==> src/segment_convex_polygon_clipper_macros.svh <==
// Assertion macros for the convex polygon segment clipper.
// Included by the top level; no other dependencies.
`ifndef SEGMENT_CONVEX_POLYGON_CLIPPER_MACROS_SVH
`define SEGMENT_CONVEX_POLYGON_CLIPPER_MACROS_SVH

`ifndef SYNTHESIS
// same-cycle implication, checked on every rising edge out of reset
`define SCPC_ASSERT_NOW(label, ante, cons) \
    label: assert property (@(posedge i_clk) disable iff (!i_rst_n) (ante) |-> (cons)) \
        else $error("scpc assertion failed");
// next-cycle implication
`define SCPC_ASSERT_NEXT(label, ante, cons) \
    label: assert property (@(posedge i_clk) disable iff (!i_rst_n) (ante) |=> (cons)) \
        else $error("scpc assertion failed");
`else
`define SCPC_ASSERT_NOW(label, ante, cons)
`define SCPC_ASSERT_NEXT(label, ante, cons)
`endif

`endif

==> src/scpc_pkg.sv <==
// Shared types and constants of the convex polygon segment clipper.
// No dependencies; imported by every module of the block.
package scpc_pkg;

    // fixed field widths
    localparam int COORD_W      = 32;
    localparam int VIDX_W       = 6;
    localparam int CNT_W        = 7;
    localparam int MAX_VERTICES = 64;

    // derived widths
    localparam int IDX_W  = $clog2(MAX_VERTICES);
    localparam int N_W    = $clog2(MAX_VERTICES + 1);
    localparam int DIF_W  = COORD_W + 1;          // coordinate difference
    localparam int PROD_W = 2 * DIF_W;            // one cross-product term
    localparam int D_W    = PROD_W + 1;           // side test value
    localparam int QCNT_W = $clog2(COORD_W);      // divider bit counter

    // opcodes
    localparam logic OP_WRITE = 1'b0;
    localparam logic OP_CLIP  = 1'b1;

    typedef struct packed {
        logic signed [COORD_W-1:0] x;
        logic signed [COORD_W-1:0] y;
    } t_vtx;

    // cross-product unit control
    typedef struct packed {
        logic edge_ld;   // load edge vector and base vertex
        logic mul_en;    // run the multiplier
        logic term;      // 0: edx*ry, 1: edy*rx
        logic pt_e;      // 0: start point, 1: end point
        logic dif_en;    // form side value from the two terms
        logic dif_e;     // 0: start side value, 1: end side value
    } t_side_ctl;

endpackage

==> src/scpc_side.sv <==
// Side test unit: one shared signed multiplier computing cross(B-A, P-A).
// Depends on scpc_pkg.
module scpc_side
    import scpc_pkg::*;
(
    input  logic                      i_clk,
    input  logic                      i_rst_n,
    input  t_side_ctl                 i_ctl,
    input  t_vtx                      i_va,
    input  t_vtx                      i_vb,
    input  t_vtx                      i_ps,
    input  t_vtx                      i_pe,
    output logic signed [D_W-1:0]     o_ds,
    output logic signed [D_W-1:0]     o_de
);

    logic signed [DIF_W-1:0]   r_edx, r_edy;
    logic signed [COORD_W-1:0] r_ax, r_ay;
    logic signed [PROD_W-1:0]  r_prod, r_t1;
    logic signed [D_W-1:0]     r_ds, r_de;
    t_vtx                      pt;
    logic signed [DIF_W-1:0]   rx, ry, op_a, op_b;
    logic signed [D_W-1:0]     dif;

    // point relative to the edge base
    assign pt   = i_ctl.pt_e ? i_pe : i_ps;
    assign rx   = $signed({pt.x[COORD_W-1], pt.x}) - $signed({r_ax[COORD_W-1], r_ax});
    assign ry   = $signed({pt.y[COORD_W-1], pt.y}) - $signed({r_ay[COORD_W-1], r_ay});
    assign op_a = i_ctl.term ? r_edy : r_edx;
    assign op_b = i_ctl.term ? rx : ry;
    assign dif  = $signed({r_t1[PROD_W-1], r_t1}) - $signed({r_prod[PROD_W-1], r_prod});

    // edge vector
    always_ff @(posedge i_clk) begin
        if (i_ctl.edge_ld) begin
            r_ax  <= i_va.x;
            r_ay  <= i_va.y;
            r_edx <= $signed({i_vb.x[COORD_W-1], i_vb.x}) - $signed({i_va.x[COORD_W-1], i_va.x});
            r_edy <= $signed({i_vb.y[COORD_W-1], i_vb.y}) - $signed({i_va.y[COORD_W-1], i_va.y});
        end
    end

    // shared multiplier, first term held while the second is formed
    always_ff @(posedge i_clk) begin
        if (i_ctl.mul_en) begin
            r_prod <= op_a * op_b;
            if (i_ctl.term) begin
                r_t1 <= r_prod;
            end
        end
        if (i_ctl.dif_en) begin
            if (i_ctl.dif_e) begin
                r_de <= dif;
            end else begin
                r_ds <= dif;
            end
        end
    end

    // reset clears r_seen, which holds both side values at zero until the first edge load
    logic r_seen;
    always_ff @(posedge i_clk) begin
        if (!i_rst_n) begin
            r_seen <= 1'b0;
        end else if (i_ctl.edge_ld) begin
            r_seen <= 1'b1;
        end
    end

    assign o_ds = r_seen ? r_ds : '0;
    assign o_de = r_seen ? r_de : '0;

endmodule

==> config.mk <==
export PLATFORM = sky130hd
export DESIGN_NAME = scpc_side
export DESIGN_NICKNAME = d
export VERILOG_FILES = /design/src/segment_convex_polygon_clipper_macros.svh /design/src/scpc_pkg.sv /design/src/scpc_side.sv
export SDC_FILE = /design/constraint.sdc
export NUM_CORES = 2
export LEC_CHECK = 0
export BUFFER_PORTS_ARGS = -buffer_cell sky130_fd_sc_hd__buf_2
export CAP_MARGIN = 10
export CORE_ASPECT_RATIO = 0.8
export CORE_MARGIN = 3
export CORE_UTILIZATION = 35
export DETAILED_ROUTE_END_ITERATION = 12
export HOLD_SLACK_MARGIN = 0.12
export SYNTH_ARGS = -nofsm -noshare
export SYNTH_HDL_FRONTEND = slang
export SYNTH_SLANG_ARGS = --single-unit
export TNS_END_PERCENT = 1
==> constraint.sdc <==
create_clock -name i_clk -period 40 [get_ports i_clk]
set_clock_uncertainty 0.05 [all_clocks]
set_input_delay 8 -clock i_clk [delete_from_list [all_inputs] [get_ports i_clk]]
set_output_delay 8 -clock i_clk [all_outputs]
set_load 0.05 [all_outputs]
# Yosys cells after proc, flatten, opt, wreduce, memory -nomap -nowiden
# Index checks and enable logic that the tools add are counted.
# word_totals
out_inout_bits,134
ff_bits,397
inputBits,264
# classes
multipliers,1
n_mux,5
reduce_logical,3
n_bitwise,1
add_sub_neg,5
# ops
cell,count
$mux W67,2
$sub A32 B32 Y33,4
$sub A66 B66 Y67,1
$mul A33 B33 Y66,1
$mux W33,2
$mux W64,1
$reduce_and A2 Y1,3
$not A1 Y1,1

# Depth between registers and ports, before layout
# depth
depth_word,4
depth_mapped,44
ltp_nobuf,40

# Least setup slack after synthesis
# Ideal clock, no wire load.
# synth_timing
kind,input to register
start,in i_ctl[2] (netlist name)
end,"reg r_prod[65], data pin"
setup_slack_ns,21.721
n_path_buf,3
path_stages,37
required_time_ns,39.679
setup_time_ns,0.271
arrival_ns,17.958
path_cell_list,clkbuf_1 > clkbuf_1 > mux2_2 > ha_1 > a21o_1 > a221o_1 > a31oi_1 > a21oi_2 > o211a_4 > a311o_1 > a31o_1 > a21oi_2 > xnor2_2 > buf_6 > a32oi_1 > fa_1 > inv_1 > fa_1 > fa_1 > fa_1 > fa_1 > fa_1 > fa_1 > inv_1 > fa_1 > inv_1 > ha_1 > a21o_1 > a21oi_1 > o211ai_1 > a31oi_1 > o21ai_0 > or3b_2 > o221ai_1 > o211ai_1 > nor4_1 > a211oi_1
# synth_between
elab_chain_cells,4
word_cells_on_any_way,5
classes_between,add/sub: 2; mul: 1; mux: 2
# synth_rtl
item,line,rtl
from (decl),scpc_side.sv:8,"input t_side_ctl i_ctl,"
$mux W64 *,scpc_side.sv:26,assign pt = i_ctl.pt_e ? i_pe : i_ps;
"$sub A32 B32 Y33, on equally long branches","scpc_side.sv:28, scpc_side.sv:27",
$mux W33 *,scpc_side.sv:30,assign op_b = i_ctl.term ? rx : ry;
$mul A33 B33 Y66 *,scpc_side.sv:46,r_prod <= op_a * op_b;
to (signal assigned),scpc_side.sv:46,
to (decl),scpc_side.sv:19,"logic signed [PROD_W-1:0] r_prod, r_t1;"
# Every way passes the cells marked *; elsewhere a longest branch is shown, timed or not.
# A chain may end at the register's enable or synchronous reset.

# Worst setup path after layout
# Same ends and word-level chain as after synthesis.

==> metrics.txt <==
status completed; Tcrit/Tclk final about half; Critical path origin i_ctl[2]; CP delay by family, top adder cells; Hold Buf Count CTS 0; RePlAce Congestion 0.9481; Rel. slew slack around 16%; crit path capture type flip-flop; Hold Startpoint r_prod[45]; Startpoint Class input pin; final hold vios 0; root buf cell clkbuf_16; Largest stage delay, worst path between 0.8 and 0.9 ns; Slew Viols, Final 0; GRT overflow 0; Layout Nets a little under 9000; min-delay worst type flip-flop to flip-flop; synthesis-to-layout area growth 10.37%; Fmax ~0.049 GHz; Clock H-tree levels 2; Synth Cell Area 63330 um^2; Syn Inst Count ~6600; synth unique cells 96; via count between 40000 and 50000; worst reg2reg setup slack ~28 ns; clk_lat worst skew 0.68 ns; slowest stage cell, crit path inv_1; unrepaired setup endpoints after global routing no; Main synth FF type edfxtp_1; die area around 190000 um^2; Crit Path Class input pin to flip-flop; Initial DRC Count between 3000 and 4000; IO buf count approximately 400; most frequent cells in the layout inv_1, fa_1, nand2_1, ha_1, nor2_1; worst-margin pin slew around 1.2 ns; setup TNS 0 ns; CP dominant cell by count fa_1; Routed WL roughly 190 mm; Die W 481.6 um; endpoints failing setup 0; Max-cap violations 0; Die Ht a little under 400 um; clk buf depth 3; ys async rst share 0%; Post-DRT Antenna Nets 0; largest net degree at the start of global routing 200; CTS tree done; layout cells sized above 1 around a tenth; GRT Total Usage around a fifth; I/O pin count between 300 and 400; Post-synth EDFFs between 300 and 400; Initial Util between 30% and 40%; row count between 100 and 150; top post-synthesis cells by area fa_1, edfxtp_1, ha_1; via/cell ratio 5.198; Ys Warns 0; area leader, netlist fa_1; Buffers & Inverters on Critical Path 7; first drt pass iteration count 6; post_cts resized 0; clk sinks 397; post-synth top area share between 30 and 40%; most common cell after layout, fill and taps aside inv_1; Reg clk slew, reported paths approximately 0.06 ns; worst-path maximum fanout 54; vias in the first global route 50797; worst r2r src r_ay[8]; nets in the synthesized netlist 8379; post-synthesis sequential area ratio between 10% and 20%; critical path arrival approximately 21 ns; DR DRC count 0; wire length per cell around 20 um; DP HPWL approximately 150 mm; first-pass GRT wire length about 300 mm; core area about 180000 um^2; flop and latch count out of synthesis between 300 and 400; antenna diode count 0; Avg Inst Size Synth roughly 9.7 um^2; CTS Buf Count 50; Setup Fix Bufs, Post-CTS 0; Critical Path RT approximately 40 ns; FILL cells approximately 18000; Tmin final ~20 ns; antenna violations before repair 6
## metrics by stage
step                setup WS, ns  cells  area, um^2  hold WS (ns)  util [%]
finish                     19.71   9255       69900        0.3822     39.19
floorplan                  21.72   6554       63330        0.3764         -
global route               19.17   9255       69900        0.3874     39.19
detailed placement         19.61   9160       68190        0.3865     38.23
CTS                        20.27   9253       69880        0.3684     39.18
global placement           19.81   9160       68190        0.3828     38.23
## cells by family (layout without fill, tap and decap cells)
kind of cell,count (synthesis),in the layout,share of synthesized area (%)
simple gates,1742,1742,12.44
buf+inv,1593,1914,9.572
fa+ha+maj,1561,1561,44.48
compound gates,942,942,9.971
flops,397,397,18.81
xor+xnor,239,239,3.329
mux,80,80,1.391
## state kept, by name (all words and copies together), names as in the netlist
name / count
r_ax: 32
r_ay: 32
r_de: 67
r_ds: 67
r_edx: 33
r_edy: 33
r_prod: 66
r_seen: 1
r_t1: 66
## path summary, 6_finish.rpt
check	cells past startpoint	endpoint
max	36	r_prod[65]
min	0	r_t1[45]
max reg2reg	34	r_prod[65]
min reg2reg	0	r_t1[45]
## cell usage after synthesis, types with 8 or more instances
library cell  number
o21ai_1           10
or2_2             22
a21oi_1          242
ha_1             410
clkbuf_1         241
mux2_2            64
o211ai_1          12
nand3_1           39
nand2_1          791
nand4_1           37
and4_1             8
o31a_1            11
a31oi_1           49
fa_1            1151
o21ai_0          127
nand2b_1          61
o31ai_1           20
o21a_1            49
nor2_1           408
buf_1             12
and2_1           225
a32oi_1           64
inv_1           1320
xor2_1            83
and3_1            25
xnor2_1          154
a21boi_0          13
a211oi_1          30
or3_1              9
o22ai_1           31
nor4_1            10
edfxtp_1         396
mux2i_1           16
nor3_1            26
a2bb2oi_1          9
o2111ai_1         10
nor2b_1           52
o21bai_1          35
a21o_1           138
## cell type report
class | count | area [um^2] | area share, %
clock buffer | 58 | 1281 | 1.833
clock inverter | 35 | 416.7 | 0.5961
inverter | 1321 | 4959 | 7.094
multi-input combinational | 4564 | 45560 | 65.19
sequential | 397 | 11920 | 17.05
tap | 2380 | 2978 | 4.260
timing repair buffer | 500 | 2785 | 3.985
## worst reg2reg max path, delay by kind of cell (launching register included)
family	cells	cell delay (ns)
AOI/OAI and AO/OA	8	2.89
xor gates and xnor gates	1	0.08
adders and majority gates	10	4.70
buffers and inverters	6	1.25
DFF	1	0.32
and+or+nand+nor	9	2.48
## per-layer routing
| metal | vias to the layer above | wire, um | GRT usage [%] | part of all wire [%] |
|---|---|---|---|---|
| met5 | - | 0 | 0 | 0 |
| met4 | 0 | 6065 | 5.872 | 3.2 |
| met3 | 356 | 16670 | 4.691 | 8.7 |
| met2 | 1964 | 89780 | 34.10 | 47 |
| met1 | 24487 | 78230 | 27.30 | 41 |
| li1 | 21304 | - | - | - |
Power is left out: the tool's default activity adds up to more than one toggle a clock period on the data nets, which glitch-free logic cannot reach.
