==> src/segment_convex_polygon_clipper_macros.svh <==
// Assertion macros for the convex polygon segment clipper.
// Included by the top level; no other dependencies.
`ifndef SEGMENT_CONVEX_POLYGON_CLIPPER_MACROS_SVH
`define SEGMENT_CONVEX_POLYGON_CLIPPER_MACROS_SVH

`ifndef SYNTHESIS
// same-cycle implication, checked on every rising edge out of reset
`define SCPC_ASSERT_NOW(label, ante, cons) \
    label: assert property (@(posedge i_clk) disable iff (!i_rst_n) (ante) |-> (cons)) \
        else $error("scpc assertion failed");
// next-cycle implication
`define SCPC_ASSERT_NEXT(label, ante, cons) \
    label: assert property (@(posedge i_clk) disable iff (!i_rst_n) (ante) |=> (cons)) \
        else $error("scpc assertion failed");
`else
`define SCPC_ASSERT_NOW(label, ante, cons)
`define SCPC_ASSERT_NEXT(label, ante, cons)
`endif

`endif

==> src/scpc_pkg.sv <==
// Shared types and constants of the convex polygon segment clipper.
// No dependencies; imported by every module of the block.
package scpc_pkg;

    // fixed field widths
    localparam int COORD_W      = 32;
    localparam int VIDX_W       = 6;
    localparam int CNT_W        = 7;
    localparam int MAX_VERTICES = 64;

    // derived widths
    localparam int IDX_W  = $clog2(MAX_VERTICES);
    localparam int N_W    = $clog2(MAX_VERTICES + 1);
    localparam int DIF_W  = COORD_W + 1;          // coordinate difference
    localparam int PROD_W = 2 * DIF_W;            // one cross-product term
    localparam int D_W    = PROD_W + 1;           // side test value
    localparam int QCNT_W = $clog2(COORD_W);      // divider bit counter

    // opcodes
    localparam logic OP_WRITE = 1'b0;
    localparam logic OP_CLIP  = 1'b1;

    typedef struct packed {
        logic signed [COORD_W-1:0] x;
        logic signed [COORD_W-1:0] y;
    } t_vtx;

    // cross-product unit control
    typedef struct packed {
        logic edge_ld;   // load edge vector and base vertex
        logic mul_en;    // run the multiplier
        logic term;      // 0: edx*ry, 1: edy*rx
        logic pt_e;      // 0: start point, 1: end point
        logic dif_en;    // form side value from the two terms
        logic dif_e;     // 0: start side value, 1: end side value
    } t_side_ctl;

endpackage

==> src/scpc_muldiv.sv <==
// Bit-serial scaled quotient floor(m * a / den) with a <= den, a doubling step then an add step for each bit of m.
// Depends on scpc_pkg.
module scpc_muldiv
    import scpc_pkg::*;
(
    input  logic                 i_clk,
    input  logic                 i_rst_n,
    input  logic                 i_start,
    input  logic [COORD_W-1:0]   i_m,
    input  logic [D_W-1:0]       i_a,
    input  logic [D_W-1:0]       i_den,
    output logic                 o_busy,
    output logic                 o_done,
    output logic [COORD_W-1:0]   o_q
);

    logic                r_busy, r_done, r_ph;
    logic [QCNT_W-1:0]   r_cnt;
    logic [COORD_W-1:0]  r_m, r_q;
    logic [D_W-1:0]      r_r;
    logic [D_W:0]        s, den_x;
    logic                ge;

    // invariant: prefix(m) * a == q * den + r, r < den
    assign den_x = {1'b0, i_den};
    assign s     = r_ph ? ({1'b0, r_r} + (r_m[COORD_W-1] ? {1'b0, i_a} : '0))
                        : {r_r, 1'b0};
    assign ge    = (s >= den_x);

    always_ff @(posedge i_clk) begin
        if (!i_rst_n) begin
            r_busy <= 1'b0;
            r_done <= 1'b0;
            r_ph   <= 1'b0;
        end else begin
            r_done <= 1'b0;
            if (i_start) begin
                r_busy <= 1'b1;
                r_ph   <= 1'b0;
                r_cnt  <= QCNT_W'(COORD_W - 1);
                r_m    <= i_m;
                r_q    <= '0;
                r_r    <= '0;
            end else if (r_busy) begin
                r_r <= ge ? D_W'(s - den_x) : s[D_W-1:0];
                if (!r_ph) begin
                    // double: shift quotient in
                    r_q  <= {r_q[COORD_W-2:0], ge};
                    r_ph <= 1'b1;
                end else begin
                    // add a if the current bit of m is set
                    r_q  <= r_q + COORD_W'(ge);
                    r_m  <= {r_m[COORD_W-2:0], 1'b0};
                    r_ph <= 1'b0;
                    if (r_cnt == '0) begin
                        r_busy <= 1'b0;
                        r_done <= 1'b1;
                    end else begin
                        r_cnt <= r_cnt - 1'b1;
                    end
                end
            end
        end
    end

    assign o_busy = r_busy;
    assign o_done = r_done;
    assign o_q    = r_q;

endmodule

==> config.mk <==
export PLATFORM = sky130hd
export DESIGN_NAME = scpc_muldiv
export DESIGN_NICKNAME = d
export VERILOG_FILES = /design/src/segment_convex_polygon_clipper_macros.svh /design/src/scpc_pkg.sv /design/src/scpc_muldiv.sv
export SDC_FILE = /design/constraint.sdc
export NUM_CORES = 1
export LEC_CHECK = 0
export ABC_CLOCK_PERIOD_IN_PS = 7200
export BUFFER_PORTS_ARGS = -buffer_cell sky130_fd_sc_hd__buf_2
export CAP_MARGIN = 20
export CORE_UTILIZATION = 28
export CTS_BUF_LIST = sky130_fd_sc_hd__clkbuf_8 sky130_fd_sc_hd__clkbuf_16
export DETAILED_ROUTE_END_ITERATION = 10
export SYNTH_ARGS = -nofsm -noshare
export SYNTH_HDL_FRONTEND = slang
export SYNTH_SLANG_ARGS = --single-unit
==> constraint.sdc <==
create_clock -name i_clk -period 7.2 [get_ports i_clk]
set_input_delay 0.36 -clock i_clk [delete_from_list [all_inputs] [get_ports i_clk]]
set_output_delay 0.36 -clock i_clk [all_outputs]
set_load 0.02 [all_outputs]
## Yosys cells after proc, flatten, opt, wreduce, memory -nomap -nowiden

Cells that the tools add are included.

| word-level totals | value |
|---|---|
| bits in registers | 139 |
| bits of input ports | 169 |
| output and inout port bits | 34 |
| word-level logic and storage cells | 42 |

| cells by class | value |
|---|---|
| $add $sub $neg | 4 |
| order comparisons | 1 |
| equality and inequality tests | 1 |
| multiplexer cells | 18 |
| bitwise gates (word level) | 3 |
| reduce and logical (&&, ||, !) cells | 8 |

Operators with widths:

| kind | number |
|---|---|
| 67-bit 2-to-1 mux | 3 |
| 32-bit 2-to-1 mux | 5 |
| 67-bit by 67-bit adder with 68-bit output | 1 |
| 68-bit by 67-bit greater-or-equal comparator with 1-bit output | 1 |
| 68-bit 2-to-1 mux | 1 |
| 67-bit subtractor | 1 |
| 32-bit by 1-bit adder with 32-bit output | 1 |
| 5-bit 2-to-1 mux | 3 |
| 1-bit 2-to-1 mux | 6 |
| 5-bit logical NOT | 1 |
| 5-bit by 1-bit subtractor with 5-bit output (second input constant) | 1 |
| 4-bit AND reduction | 1 |
| 2-bit nonzero test | 2 |
| 4-bit OR reduction | 1 |
| 1-bit NOT | 3 |
| 3-bit AND reduction | 1 |
| 2-bit != test (second input constant) | 1 |
| 2-bit AND reduction | 1 |
| 2-bit OR reduction | 1 |

## Longest topological paths before layout

| logic depth | value |
|---|---|
| depth in word-level cells | 7 |
| gate-level depth with buffers | 39 |
| gate-level depth less buffers | 35 |

## Least setup slack after synthesis

No wires, ideal clock.

| timing | value |
|---|---|
| path type | flip-flop to flip-flop |
| from | register r_m[31] |
| to | register r_q[30], in the netlist o_q[30] (data pin) |
| library setup time | 0.266 ns |
| arrival time | 7.517 ns |
| required time | 6.934 ns |
| slack | -0.583 ns |
| cell stages (with the launch flop) | 35 |
| path buffers | 3 |
| clock period less this slack | 7.783 ns |
| path through | edfxtp_1 > clkbuf_1 > and2_1 > ha_1 > o21ai_1 > o21a_1 > or4_1 > and3_1 > a2111oi_0 > o21ai_0 > a211oi_1 > mux2i_1 > a211o_1 > ha_1 > inv_1 > or4_1 > nor4_1 > and2_1 > a31oi_1 > o21ai_0 > a221oi_2 > and2_4 > inv_4 > buf_6 > buf_6 > ha_1 > ha_1 > nand3_1 > or3_1 > nor3_1 > nand2_1 > nor2_1 > nand3_1 > a32oi_1 > nor2_1 |

| on the way | value |
|---|---|
| cells in the longest elaborated chain, start to end | 7 |

RTL lines:

| what | RTL line | source |
|---|---|---|
| from (decl) | scpc_muldiv.sv:19 | `logic [COORD_W-1:0] r_m, r_q;` |
| from (signal assigned) | scpc_muldiv.sv:41 | `r_m <= i_m;` |
| from (signal assigned) | scpc_muldiv.sv:53 | `r_m <= {r_m[COORD_W-2:0], 1'b0};` |
| 67-bit 2-to-1 mux | scpc_muldiv.sv:26 | `assign s = r_ph ? ({1'b0, r_r} + (r_m[COORD_W-1] ? {1'b0, i_a} : '0))` |
| 67-bit by 67-bit adder with 68-bit output | scpc_muldiv.sv:26 |  |
| 68-bit 2-to-1 mux | scpc_muldiv.sv:26 |  |
| 68-bit by 67-bit greater-or-equal comparator with 1-bit output | scpc_muldiv.sv:28 | `assign ge = (s >= den_x);` |
| 32-bit by 1-bit adder with 32-bit output | scpc_muldiv.sv:52 | `r_q <= r_q + COORD_W'(ge);` |
| 32-bit 2-to-1 mux | scpc_muldiv.sv:46 | `if (!r_ph) begin` |
| 32-bit 2-to-1 mux | scpc_muldiv.sv:44 | `end else if (r_busy) begin` |
| to (signal assigned) | scpc_muldiv.sv:48 | `r_q <= {r_q[COORD_W-2:0], ge};` |
| to (signal assigned) | scpc_muldiv.sv:52 |  |
| to (decl) | scpc_muldiv.sv:19 |  |

No other way between the ends. The select of a mux whose other input is x is not followed.
A chain may end at the register's enable or synchronous reset.

## Worst setup path after layout

| timing | value |
|---|---|
| from | register r_m[31] |
| to | register r_q[23], in the netlist o_q[23] (data pin) |

The elaborated chain is that of the path after synthesis.

==> results.yml <==
status:
  status: "finished, final reports clean"
global_routing:
  gr-total-overflow: 0
  grt_pass1_vias: 16500
  groute.usage.overall: 0.193
  grt_antenna_before_repair: 6
  grt_max_degree: 73
  grt_pass1_wl_microns: 90900
power_and_ir_drop:
  p_seq_frac: 0.253
  p_clk_frac: 0.219
  leakage_nw: 8.94
  p_switching_mw: 1.81
  p_per_area_mw_per_mm2: 204
  vdd_drop_max_mv: 0.123
  pwr-share-comb: 0.528
  p_int_mw: 2.45
  switching_share: 0.425
  report.power.total_mw: 4.26
sta:
  relSlewSlack: 0.319
  clock_skew_ns: 0.0151
  fin_tns_setup_ns: 0
  finalSetupViolations: 0
  fmax_mhz: 144
  worst_pin_slew_ns: 1.02
  fin_crit_ns: 6.93
  fin_crit_sh: 0.963
  hold_viol_final: 0
  drv_slew: 0
logic_synthesis:
  syn-mean-instance-area_sq_um: 7.97
  ys_top_cells_by_count: "nand2_1, a21oi_1, nor2_1, ha_1, edfxtp_1"
  synth_top_area_share: 0.248
  synth.net_count: 2373
  synthCells: 2065
  synth.area.top_cells: "edfxtp_1, ha_1, a21oi_1, nand2_1, mux2_2"
  yosys.area.top_type: "edfxtp_1"
  synth_ff_type: "edfxtp_1"
  yosysMostFrequentCell: "nand2_1"
  synthArstFlopShare: 0
  synth.cell_area_sq_mm: 0.0165
  synth_edf_count: 136
  ys_ff_latch: 139
  yosysWarnings: 0
  ys_seq_area_frac: 0.252
  ys_types: 80
layout:
  multiInputGateArea_sq_mm: 0.0120
  final_cells: 3191
  layout.nets: 2721
  layout-drive-gt1-share: 0.267
  fillers: 6047
  diodes: 0
  synthToLayoutAreaGrowth_pct: 27.2
  regArea_sq_mm: 0.00415
routing:
  drc: 0
  dr.pass1.iters: 5
  via_count: 17000
  wl_per_cell_microns: 18.6
  routed_wl_microns: 59200
  drt_iter0_markers: 1214
  via_per_inst: 5.31
  ant_nets: 0
placement:
  io_buffer_count: 202
  place.gp.congestion: 0.979
  placedCellCount: 3149
  hpwlAfterDp_microns: 46700
worst_setup_path:
  path_max_fanout: 6
  endpoint_kind: "flip-flop"
  critPathKind: "reg -> reg"
  setup.worst_path.start: "r_m[31]$_DFFE_PP_"
  worst_setup_path_start_kind: "flip-flop"
  required_ns: 7.51
  worstReg2RegEnd: "o_q[23]$_SDFFCE_PP0P_"
  crit_arrival_ns: 7.25
  crit_end: "o_q[23]$_SDFFCE_PP0P_"
  crit_path_top_delay_cell: "or4_4"
  crit_path_max_incr_delay_ns: 0.47
  reg2regPathDepth: 35
  crit_top_cell: "buf_4"
  worstReg2RegStart: "r_m[31]$_DFFE_PP_"
  reg2reg_slack_ns: 0.27
min_path:
  holdCritPathClass: "in -> reg"
clocking:
  clockBufferDepth: 2
  cts_tree: "done"
  insertion_delay_ns: 0.46
  cts_buffers: 17
  cts-root-buf: "clkbuf_16"
  htree_levels: 4
  cts.sinks: 139
  clkTransAtPathRegs_ns: 0.07
die:
  die_h_microns: 244
  die-area_sq_mm: 0.0598
  num_io_pins: 203
  core-area_sq_mm: 0.0579
  die_w_microns: 244
  start_util: 0.284
  row_count: 88
flow_run:
  max_cap_violations: 0
[area by class of cell]
type	instances	share of cell area
Multi-Input combinational cell	1697	0.572
Sequential cell	139	0.198
Timing Repair Buffer	431	0.133
Tap cell	765	0.0457
Inverter	127	0.0229
Clock buffer	17	0.0203
Clock inverter	15	0.00825
[worst max-delay path: cells and delay by family (launching register included)]
family	cells	cell delay, ns
and+or+nand+nor	14	2.73
xor gates and xnor gates	1	0.10
muxes	1	0.31
AOI/OAI and AO/OA	10	1.62
adders and majority gates	4	1.04
buffers and inverters	5	0.57
DFF	1	0.40
[power groups by stage]
stage,Sequential [mW],Combinational [mW],Clock [mW]
after floorplan,1.08,1.43,0
after global placement,1.09,2.13,0
after detailed placement,1.09,2.15,0
after CTS,1.07,2.19,0.953
after global routing,1.09,2.47,0.978
final,1.08,2.25,0.933
[worst min-delay path by stage]
stage,from,endpoint,slack (ns),cells after the start
after detailed placement,r_m[5]$_DFFE_PP_,r_m[6]$_DFFE_PP_,0.53,1
final,i_m[0],r_m[0]$_SDFFCE_PN0P_,0.18,2
after global placement,r_m[4]$_DFFE_PP_,r_m[5]$_DFFE_PP_,0.53,1
after floorplan,i_rst_n,o_done$_SDFF_PP0_,0.51,1
after global routing,i_m[0],r_m[0]$_SDFFCE_PN0P_,0.18,2
after CTS,i_m[0],r_m[0]$_SDFFCE_PN0P_,0.17,2
[logic make-up (layout without fill, tap and decap cells)]
group	count (synthesis)	count (layout)	synth area share
DFF	139	139	0.252
and+or+nand+nor	706	706	0.210
buffers and inverters	229	590	0.0546
muxes	73	73	0.0491
adders and majority gates	139	139	0.107
AOI/OAI and AO/OA	669	669	0.269
xor gates and xnor gates	110	110	0.0585
[timing repair]
action / CTS / global route
hold buffers: 0 / 0
pin swaps: 17 / 34
gates resized for setup: 40 / 73
setup buffers: 3 / 6
endpoints found under the setup margin: 24 / 26
gates cloned: 0 / 1
[flip-flops by register name (all words and copies together), names as in the netlist]
register	flops
r_m	32
r_cnt	5
o_busy	1
r_r	67
o_q	32
o_done	1
r_ph	1
[layer usage]
layer  share of wire  track usage  vias to the layer above
met5         0.00083            0                        -
met4           0.027       0.0623                        8
met3           0.052       0.0243                       91
met2            0.48        0.329                      545
met1            0.44        0.251                     7992
li1                -            -                     8321
[stage by stage]
| step | utilization | hold slack (ns) | worst slack [ns] | area (sq um) |
|---|---|---|---|---|
| final | 0.361 | 0.184 | 0.265 | 20900 |
| after global routing | 0.361 | 0.177 | -0.0403 | 20900 |
| after CTS | 0.355 | 0.166 | 0.00657 | 20500 |
| after detailed placement | 0.341 | 0.532 | -0.273 | 19800 |
| after global placement | 0.341 | 0.530 | -0.151 | 19800 |
| after floorplan | - | 0.506 | 0.0246 | 16500 |
[cell usage in the layout (no fill, tap or decap), drive strengths merged, types with 38 or more instances in the layout]
cell type / netlist / layout
nand2: 225 / 225
mux2: 62 / 62
nand3: 63 / 63
xnor2: 72 / 72
a21oi: 208 / 208
inv: 126 / 135
and2: 87 / 87
nor2: 142 / 142
ha: 137 / 137
edfxtp: 136 / 136
nand4: 44 / 44
xor2: 38 / 38
o21ai: 107 / 107
buf: 20 / 431
a21o: 67 / 67
(Power assumes the default switching activity.)
